$ cat config.mk
export PLATFORM = sky130hd
export DESIGN_NAME = icm_ctrl
export DESIGN_NICKNAME = d
export VERILOG_FILES = /design/src/icm_pkg.sv /design/src/icm_ctrl.sv
export SDC_FILE = /design/constraint.sdc
export NUM_CORES = 1
export LEC_CHECK = 0
export BUFFER_PORTS_ARGS = -buffer_cell sky130_fd_sc_hd__buf_2
export CAP_MARGIN = 20
export CORE_AREA = 10 10 47 49
export CTS_CLUSTER_DIAMETER = 40
export DETAILED_ROUTE_END_ITERATION = 10
export DIE_AREA = 0 0 57 59
export GPL_TIMING_DRIVEN = 0
export HOLD_SLACK_MARGIN = 0.03
export PLACE_DENSITY = 0.34
export SETUP_SLACK_MARGIN = 0.02
export SLEW_MARGIN = 20
export SYNTH_ARGS = -nofsm -noshare
export SYNTH_HDL_FRONTEND = slang
export SYNTH_SLANG_ARGS = --single-unit
$ cat constraint.sdc
create_clock -name clk -period 1.15 [get_ports clk]
set_clock_uncertainty 0.2 [all_clocks]
set_input_delay 0.115 -clock clk [delete_from_list [all_inputs] [get_ports clk]]
set_output_delay 0.115 -clock clk [all_outputs]
set_load 0.05 [all_outputs]
$ cat src/icm_pkg.sv
// Shared types and constants for the itemset constraint matcher.
// Holds the transaction structs, command codes, controller states and the
// control/status structs that join the controller to the datapath. No dependencies.
package icm_pkg;

	localparam int ITEM_COUNT_DEF      = 4096;
	localparam int MAX_CONSTRAINTS_DEF = 8;
	localparam int COUNT_W             = 4;
	localparam int CFG_INDEX_W         = 2;

	// Command codes carried in the command field of an input transaction.
	typedef enum logic [2:0] {
		CMD_CLEAR  = 3'd0,
		CMD_ADD    = 3'd1,
		CMD_REMOVE = 3'd2,
		CMD_ITEMSET = 3'd3,
		CMD_SEARCH = 3'd4
	} cmd_e_t;

	// Configuration register indexes.
	typedef enum logic [CFG_INDEX_W-1:0] {
		REG_POSITIVE_COUNT = 2'd0,
		REG_NEGATIVE_COUNT = 2'd1
	} cfg_reg_t;

	typedef enum logic [1:0] {
		ST_SWEEP,
		ST_IDLE,
		ST_EXEC
	} state_t;

	typedef struct packed {
		logic [2:0]  command;
		logic [11:0] item_id;
		logic        polarity;
		logic [2:0]  constraint_index;
		logic        element_valid;
		logic        element_last;
		logic        use_positive;
		logic        use_negative;
		logic        in_itemset;
		logic [15:0] prefix_support;
	} item_t;

	typedef struct packed {
		logic done_res;
		logic verdict;
	} result_t;

	// Commands from the controller to the datapath.
	typedef struct packed {
		logic accept;   // capture the transaction and read its store entry
		logic commit;   // apply the held transaction and load the result register
		logic sweep_en; // zero one store entry and advance the sweep pointer
	} ctrl_cmd_t;

	// Status from the datapath to the controller.
	typedef struct packed {
		logic result_full; // result register holds an undelivered transaction
		logic sweep_last;  // sweep pointer is on the final store entry
		logic clear_cmd;   // held transaction is a clear command
	} dp_status_t;

endpackage

$ cat src/icm_ctrl.sv
// Controller state machine for the itemset constraint matcher.
// Sequences the store sweep and the accept/execute steps of each transaction.
// Depends on icm_pkg.
module icm_ctrl (
	input  logic                  clk,
	input  logic                  arst_n,
	input  logic                  item_valid,
	input  logic                  result_stall,
	input  icm_pkg::dp_status_t   status,
	output icm_pkg::ctrl_cmd_t    cmd,
	output logic                  item_stall
);

	icm_pkg::state_t state_q;
	icm_pkg::state_t state_d;
	logic            commit_ok;

	// The result register can take a new result when it is empty or draining.
	assign commit_ok = !status.result_full || !result_stall;

	always_ff @(posedge clk or negedge arst_n) begin
		if (!arst_n) begin
			state_q <= icm_pkg::ST_SWEEP;
		end else begin
			state_q <= state_d;
		end
	end

	always_comb begin
		state_d = state_q;
		unique case (state_q)
			icm_pkg::ST_SWEEP: begin
				if (status.sweep_last) begin
					state_d = icm_pkg::ST_IDLE;
				end
			end
			icm_pkg::ST_IDLE: begin
				if (item_valid) begin
					state_d = icm_pkg::ST_EXEC;
				end
			end
			icm_pkg::ST_EXEC: begin
				if (commit_ok) begin
					state_d = status.clear_cmd ? icm_pkg::ST_SWEEP : icm_pkg::ST_IDLE;
				end
			end
			default: state_d = icm_pkg::ST_SWEEP;
		endcase
	end

	always_comb begin
		cmd        = '0;
		item_stall = 1'b1;
		unique case (state_q)
			icm_pkg::ST_SWEEP: begin
				cmd.sweep_en = 1'b1;
			end
			icm_pkg::ST_IDLE: begin
				item_stall = 1'b0;
				cmd.accept = item_valid;
			end
			icm_pkg::ST_EXEC: begin
				cmd.commit = commit_ok;
			end
			default: begin
				cmd = '0;
			end
		endcase
	end

endmodule

==> results of run 1 <==
[how the worst max path moves through the flow]
stage,from,slack [ns],to,cells past startpoint
detailed placement,state_q[0],-0.18,cmd[1],3
floorplan,state_q[1],-0.11,cmd[2],2
global route,state_q[0],-0.30,cmd[1],3
global placement,state_q[0],-0.17,cmd[1],3
finish,state_q[0],-0.26,cmd[1],3
CTS,state_q[1],-0.28,cmd[2],3
[cells in the mapped netlist]
| cell type | n |
|---|---|
| sky130_fd_sc_hd__a21oi_1 | 2 |
| sky130_fd_sc_hd__o22ai_1 | 2 |
| sky130_fd_sc_hd__nand2b_4 | 1 |
| sky130_fd_sc_hd__inv_1 | 1 |
| sky130_fd_sc_hd__mux2i_1 | 1 |
| sky130_fd_sc_hd__nand2b_1 | 1 |
| sky130_fd_sc_hd__dfrtp_1 | 2 |
| sky130_fd_sc_hd__nand2_1 | 1 |
| sky130_fd_sc_hd__nor2_1 | 2 |
[critical path: stages, from the launching register on]
cell	delay (ns)
sky130_fd_sc_hd__dfrtp_1	0.42
sky130_fd_sc_hd__nand2b_4	0.17
sky130_fd_sc_hd__a21oi_4	0.11
sky130_fd_sc_hd__buf_6	0.17
[power breakdown]
group	internal, mW	switching, mW	total, mW
Clock	0.115	0.0413	0.156
Sequential	0.103	0.0430	0.146
Combinational	0.310	0.362	0.672
[kinds of logic (layout without fill, tap and decap cells)]
family                 after synthesis  in the layout  synth area share (%)
DFF                                  2              2                  42.6
AOI/OAI and AO/OA                    4              4                  19.1
muxes                                1              1                  8.51
buffers and inverters                1             24                  3.19
and+or+nand+nor                      5              5                  26.6
[per-layer routing]
metal	part of all wire, %	vias to the layer above	track usage [%]
li1	-	93	-
met2	37	13	4.19
met1	45	86	3.80
met4	2.9	0	5.03
met5	0	-	0
met3	14	2	2.58
[layout make-up]
cell class	instances	share of cell area (%)
well taps	16	5.57
clock buffers	3	6.27
flip-flops and latches	2	14.3
repair buffers	20	47.0
inverters	1	1.05
multi-input cells	10	25.8
[cells in the final DEF, fill, tap and decap left out]
| cell type | n |
|---|---|
| sky130_fd_sc_hd__a21oi_1 | 1 |
| sky130_fd_sc_hd__a21oi_4 | 1 |
| sky130_fd_sc_hd__buf_2 | 6 |
| sky130_fd_sc_hd__buf_4 | 4 |
| sky130_fd_sc_hd__buf_6 | 3 |
| sky130_fd_sc_hd__buf_8 | 1 |
| sky130_fd_sc_hd__clkbuf_4 | 3 |
| sky130_fd_sc_hd__dfrtp_1 | 1 |
| sky130_fd_sc_hd__dfrtp_2 | 1 |
| sky130_fd_sc_hd__dlygate4sd3_1 | 6 |
| sky130_fd_sc_hd__inv_1 | 1 |
| sky130_fd_sc_hd__mux2i_1 | 1 |
| sky130_fd_sc_hd__nand2_1 | 1 |
| sky130_fd_sc_hd__nand2b_4 | 2 |
| sky130_fd_sc_hd__nor2_2 | 1 |
| sky130_fd_sc_hd__nor2_4 | 1 |
| sky130_fd_sc_hd__o22ai_1 | 2 |
[through the flow]
stage                     cells  total power [mW]
final                        52             0.974
after floorplan              13             0.486
after global routing         52              1.02
after global placement       39             0.574
after CTS                    51             0.955
after detailed placement     39             0.589
[repair_timing]
action	4_1_cts	5_1_grt
pin swaps	2	1
endpoints found under the setup margin	4	5
buffers inserted	3	1
resized for setup	10	1
hold endpoints to repair	4	0
hold buffers	6	0
==> results, run 1 <==
- The height of the die is 59 um.
- TritonCTS built the clock tree.
- Setup violations remaining at the end of the flow were counted as 5.
- The critical register-to-register path endpoint is state_q[0].
- The clock period minus final worst setup slack is 1.41 ns.
- For the pin with the worst max-slew slack, the measured transition is 0.178 ns.
- The initial antenna violation count came to 0.
- At the end of the flow, the number of nets in the layout was 45.
- Summed over all failing endpoints, the final setup total negative slack is -1.00 ns.
- Relative to the synthesized area, the layout overhead comes to 205%.
- Of all nets on the critical path, the largest fanout is 4.
- The arrival time of the worst setup path is 1.09 ns.
- CTS placed an instance of sky130_fd_sc_hd__clkbuf_4 at the clock tree root.
- From left edge to right edge, the die measures 57 um.
- The number of nets handed over by synthesis was 20.
- The synthesized design devotes to its leading area cell type 42.6% of total area.
- The per-cell via count in the routed design is 3.73.
- The type of origin of the critical path is a flop.
- Summing all multi-input logic gate instances after layout gives 92.6 um2.
- Global routing consumed, over all layers together, 3.72% of the routing resources.
- Of all cell types, the one taking the most synthesized area is sky130_fd_sc_hd__dfrtp_1.
- Entering global routing, the biggest net connects 5 pins.
- At the placement stage, the worst setup path has a slack of -0.182 ns.
- The origin of the critical flop-to-flop path is state_q[1].
- The share of cells above drive strength 1 is 63.9%.
- The post-place instance area is 209 um2.
- The repair_antennas step left the layout with diodes totalling 0.
- The number of remaining DRC errors is 0.
- Dividing the detail-routed wire length by the instance count gives 10.8 um.
- Summed over all cells, the static leakage comes to 0.165 nW.
- The netlist area before placement is 118 um2.
- Across the whole layout, storage elements account for 51.3 um2.
- The kind of capture point of the worst setup path is an output pin.
- The number of max-slew violations in the final report is 0.
- In the final layout, the registers with the most flip-flops are state_q x2.
- The clock latency of the later-clocked register in the worst-skew pair is 0.22 ns.
- The fraction of the yosys area taken by sequential cells is 42.6%.
- For this configuration, the core starts out at a cell density of 8.39%.
- Counting cells, the worst reg-to-reg path comes to 4.
- After routing the design area is 359 um2.
- Row generation in the floorplan step produced 14 rows.
- The number of buffers inserted during clock tree synthesis is 3.
- Data on the critical path is required at its endpoint by 0.83 ns.
- The first-pass iteration count of the detailed router is 2.
- No sink is reached through more buffers than the 2 on the longest clock path.
- The number of global-route vias before repair is 220.
- The worst path uses 122% of the clock period.
- The worst hold path begins at item_valid.
- The post-detailed-routing wire length is 559 um.
- The relative slew slack is 88.2%.
- The flow ran to the end, but the final reports show violations.
- The worst-case register-to-register setup slack is -0.14 ns.
- The flip-flop and latch count after synthesis is 2.
- The register with the most flip-flops in the layout has 2 of them.
- The mean post-synth cell area is 9.05 um2.
- The largest register by flop count is state_q.
- The yosys synthesis warning count is 0.
- The total area inside the core boundary comes to 1400 um2.
- The total of fill cells in the finished design is 164.
- After the first detailed-routing iteration, the DRC count stood at 2.
- The worst hold slack after final layout is 0.0547 ns.
- The final reports fail on negative setup slack.
- The path with the worst hold slack has its endpoint at state_q[1].
- After synthesis, the cell types taking the most area are sky130_fd_sc_hd__dfrtp_1 43%, sky130_fd_sc_hd__nand2b_4 12%, sky130_fd_sc_hd__o22ai_1 11%.
- The number of max-cap violations is 0.
- Cells fill 25.6% of the core in the end.
- The total number of H-tree levels is 1.
- Across all layers, the routed design uses 194 vias.
- The worst hold path stage count is 3.
- The worst path setup slack after routing is -0.258 ns.
- The number of placed I/O pins is 11.
- Input and output buffers added on the ports amount to 10.
- The count of endpoints failing hold in the final timing report is 0.
- By startpoint and endpoint, the worst setup path is classified as flop to output pin.
- The first global-routing pass estimated 903 um of wire.
- The power density over the cells is 2710 nW/um2.
- Derived from the worst setup path, the maximum achievable clock frequency is 710 MHz.
- In this run the remaining antenna-violating nets after routing total 0.
- The total overflow reported by the global router is 0.
- The TritonCTS sink count is 2.
- Setup repair after global routing could not meet its margin everywhere.
- The kind of path behind the tightest hold check is input pin to flop.
- The total die area is 3360 um2.
- Synthesis handed over a netlist of 13 instances.
- The number of distinct library cells after synthesis is 9.
- The worst-case IR drop observed on VDD is 871 uV.
- At the end of routability-driven placement, the weighted congestion stood at 0.768.
- After clock tree synthesis, the clock-pin slew on the worst setup and hold paths is 0.03 ns.
No activity file was read; power rests on OpenSTA's default activity.
==> run 2, diff against run 1 <==
--- a/config.mk
+++ b/config.mk
@@ -5,12 +5,14 @@
 export SDC_FILE = /design/constraint.sdc
 export NUM_CORES = 1
 export LEC_CHECK = 0
+export ABC_AREA = 1
 export BUFFER_PORTS_ARGS = -buffer_cell sky130_fd_sc_hd__buf_2
 export CAP_MARGIN = 20
 export CORE_AREA = 10 10 47 49
 export CTS_CLUSTER_DIAMETER = 40
 export DETAILED_ROUTE_END_ITERATION = 10
 export DIE_AREA = 0 0 57 59
+export GPL_ROUTABILITY_DRIVEN = 0
 export GPL_TIMING_DRIVEN = 0
 export HOLD_SLACK_MARGIN = 0.03
 export PLACE_DENSITY = 0.34
==> constraint.sdc (replaced) <==
create_clock -name clk -period 1.4 [get_ports clk]
set_clock_uncertainty 0.2 [all_clocks]
set_input_delay 0.14 -clock clk [delete_from_list [all_inputs] [get_ports clk]]
set_output_delay 0.14 -clock clk [all_outputs]
set_load 0.05 [all_outputs]
==> run 2 against run 1 <==
  * The run now ends clean
  * Wire length shrank 21%
  * Clock power decreased by 19%
  * Global-route usage fell by 0.91 points
  * Critical endpoint is now cmd[0]
==> results, run 2 <==
- The run finished with clean final reports.
- The commonest cells after synthesis are 5 x sky130_fd_sc_hd__nand2_1, 2 x sky130_fd_sc_hd__dfrtp_1, 2 x sky130_fd_sc_hd__inv_1, 2 x sky130_fd_sc_hd__nand3_1, 2 x sky130_fd_sc_hd__nor2_1.
- The met2 track utilization from global routing came to 2.95% (-1.2 points).
- The total die area is 3360 um2 (unchanged).
- The mean post-synth cell area came to 6.45 um2 (-29%).
- The routed via count is 174 (-10%).
- The number of max-slew violations in the final report is 0 (unchanged).
- The most common cell in the synthesized netlist is sky130_fd_sc_hd__nand2_1.
- The number of nets in the layout came to 45 (unchanged).
- The flip-flop and latch count after synthesis is 2 (unchanged).
- The non-filler instance count after layout is 52 (unchanged).
- The post-CTS clock slew at the launch and capture registers of the worst setup and hold paths is 0.03 ns (about the same).
- The maximum fanout along the worst path is 2 (-2).
- The wire length of the first global-routing pass is 703 um (-22%).
- The synthesized net count is 26 (+30%).
- The arrival time of the worst setup path was 1.02 ns (-0.07 ns).
- The netlist area before placement is 123 um2 (+4.3%).
- The layer flagged by global routing as most heavily used is met4.
- The largest registers in the layout are state_q x2.
- The number of global-route vias before repair is 184 (-16%).
- The required arrival time at the worst endpoint is 1.06 ns (+0.23 ns).
- The average wire per cell in the routed design is 8.46 um (-21%).
- The clock period minus final worst setup slack is 1.36 ns.
- The met3 demand-to-capacity share in global routing came to 1.72% (-0.86 points).
- The largest net degree at the start of global routing is 7 (+2).
- The power density over the cells is 2400 nW/um2 (-12%).
- The worst hold path begins at status[1].
- The yosys synthesis warning count is 0 (unchanged).
- The most frequently used flop master after synthesis is sky130_fd_sc_hd__dfrtp_1.
- The total design power is 0.708 mW (-27%).
- The signal on the critical path passes through buf_4, nor2_2, buf_6.
- The clock tree from TritonCTS is built.
- The delay of the slowest cell on the worst path is 0.38 ns (-0.04 ns).
- The number of placed I/O pins is 11 (unchanged).
- The number of routed nets with antenna violations is 0 (unchanged).
- Setup repair after global routing could not meet its margin everywhere.
- The top cell types in the final layout, fill and taps aside, are 6 x sky130_fd_sc_hd__buf_2, 4 x sky130_fd_sc_hd__nand2_1, 3 x sky130_fd_sc_hd__clkbuf_4, 3 x sky130_fd_sc_hd__dlygate4sd3_1, 3 x sky130_fd_sc_hd__buf_6.
- The slew at the pin closest to its max-slew limit was 0.160 ns (-0.0179 ns).
- The worst hold slack after final layout came to 0.0481 ns (-0.00663 ns).
- The core area is 1400 um2 (unchanged).
- The origin of the critical flop-to-flop path is state_q[1].
- The peak supply drop was 832 uV (-4.5%).
- The area of all placed cells without fillers is 295 um2 (-18%).
- The async set-or-reset flop fraction in the synthesized netlist is 100% (unchanged).
- The die width was 57 um (unchanged).
- The total of fill cells in the finished design is 164 (unchanged).
- The kind of path behind the tightest hold check is input pin to flop.
- The sum of negative setup slack was 0 ns (+1.00 ns).
- On the critical path, the stage with the largest delay is an instance of sky130_fd_sc_hd__dfrtp_1.
- The share of cells above drive strength 1 was 55.6% (-8.3 points).
- The total overflow reported by the global router was 0 (unchanged).
- Static timing analysis puts the maximum clock frequency at 736 MHz.
- The number of flip-flops under the largest register name is 2 (unchanged).
- After synthesis, the cell types taking the most area are sky130_fd_sc_hd__dfrtp_1 41%, sky130_fd_sc_hd__nand2_1 15%, sky130_fd_sc_hd__nand3_1 8.2%.
- The total routing resource utilization after global routing is 2.80% (-0.91 points).
- The number of remaining DRC errors came to 0 (unchanged).
- The height of the die is 59 um (unchanged).
- The share of Yosys cell area claimed by the top area cell type is 40.8% (-1.7 points).
- The number of synthesized flops with an enable pin came to 0 (unchanged).
- The post-detailed-routing wire length was 440 um (-21%).
- More flip-flops sit in one register than any other, and that register is state_q.
- The first-pass iteration count of the detailed router is 4 (+2).
- The number of max-cap violations is 0 (unchanged).
- The maximum clock path buffer count is 2 (unchanged).
- The fraction of the yosys area taken by sequential cells is 40.8% (-1.7 points).
- The TritonCTS sink count is 2 (unchanged).
- STA classifies the critical path startpoint as a flop.
- The setup-violating endpoint count in the final report is 0 (-5).
- The total number of placement rows came to 14 (unchanged).
- The count of endpoints failing hold in the final timing report was 0 (unchanged).
- The count of buffers from port buffering came to 10 (unchanged).
- The total number of H-tree levels is 1 (unchanged).
- The initial antenna violation count came to 0 (unchanged).
- Tracing the worst setup path back leads to its startpoint at state_q[1].
- The relative slew slack came to 89.4% (+1.2 points).
- The met1 usage in global routing is 3.07% (-0.73 points).
- The starting density of the core is 8.75% (+0.36 points).
- The cell leakage power is 0.147 nW (-11%).
- The post-place instance area is 208 um2 (-0.60%).
- The iteration-0 DRC count of the detailed router came to 4 (+2).
- The ratio of final minimum period to clock period is 97.0%.
- From synthesis to final layout, the design area changed by 141%.
- The antenna diode count was 0 (unchanged).
- The worst setup path is captured at an output pin.
- The number of distinct library cells after synthesis came to 11 (+2).
- The total half-perimeter wirelength after legalization and detailed placement is 347 um.
- The post-synthesis cell count came to 19 (+6).
- Summed over all instances, the cell type with the most area after synthesis is sky130_fd_sc_hd__dfrtp_1.
- The clock latency of the later-clocked register in the worst-skew pair is 0.22 ns (about the same).
- The root buffer cell chosen for the clock tree is sky130_fd_sc_hd__clkbuf_4.
- The number of buffers inserted during clock tree synthesis came to 3 (unchanged).
- The most frequent standard cell in the layout excluding fill and tap cells is sky130_fd_sc_hd__buf_2.
- The total instance count after detailed placement is 45 (+15%).
- The critical path in this run is classified as flop to output pin.
- The per-cell via count in the routed design was 3.35 (-10%).
-- run 2: final timing paths --
check,end,slack (ns),cells after the start
min in group asynchronous,state_q[1],0.56,3
min,state_q[0],0.05,5
max in group asynchronous,state_q[0],0.31,3
max,cmd[0],0.04,3
min reg2reg,state_q[0],0.38,3
max reg2reg,state_q[0],0.27,5
-- run 2: repair_timing --
| item | CTS | global route |
|---|---|---|
| pin swaps | 2 | 0 |
| setup buffers | 0 | 1 |
| gates resized for setup | 8 | 1 |
| endpoints found under the hold margin | 3 | 0 |
| hold buffers | 3 | 0 |
| endpoints found under the setup margin | 4 | 4 |
-- run 2: cell type report --
| class | instances | area, um2 | share of cell area, % |
|---|---|---|---|
| Sequential cell | 2 | 51.3 | 17.4 |
| Clock buffer | 3 | 22.5 | 7.63 |
| Tap cell | 16 | 20.0 | 6.78 |
| Timing Repair Buffer | 14 | 109 | 36.9 |
| Multi-Input combinational cell | 13 | 77.6 | 26.3 |
| Inverter | 4 | 15.0 | 5.08 |
-- run 2: where the power goes --
group | switching (mW) | total (mW) | leakage, nW | internal, mW
sequential | 0.0431 | 0.130 | 0.0238 | 0.0872
combinational | 0.291 | 0.452 | 0.110 | 0.161
clock | 0.0313 | 0.126 | 0.0138 | 0.0944
total | 0.365 | 0.708 | 0.147 | 0.342
-- run 2: critical path: cells and delay by family, from the launching register on --
family        cells  cell delay [ns]
buf+inv           2             0.31
flops             1             0.38
simple gates      1             0.10
-- run 2: cell families (layout without fill, tap and decap cells) --
kind of cell	count (synthesis)	in the layout	share of synthesized area [%]
AOI/OAI and AO/OA	2	2	8.16
buffers and inverters	4	21	12.2
and+or+nand+nor	11	11	38.8
DFF	2	2	40.8
-- run 2: through the flow --
| step | worst slack (ns) | util, % |
|---|---|---|
| after detailed placement | 0.123 | 14.8 |
| after CTS | -0.000194 | 20.3 |
| after global routing | -0.00891 | 21.1 |
| final | 0.0418 | 21.1 |
| after global placement | 0.117 | 14.8 |
| after floorplan | -0.0596 | - |
-- run 2: layer usage --
metal	up-vias	part of all wire, %
li1	93	-
met1	75	42
met2	6	49
met3	0	8.9
met4	0	0
met5	-	0
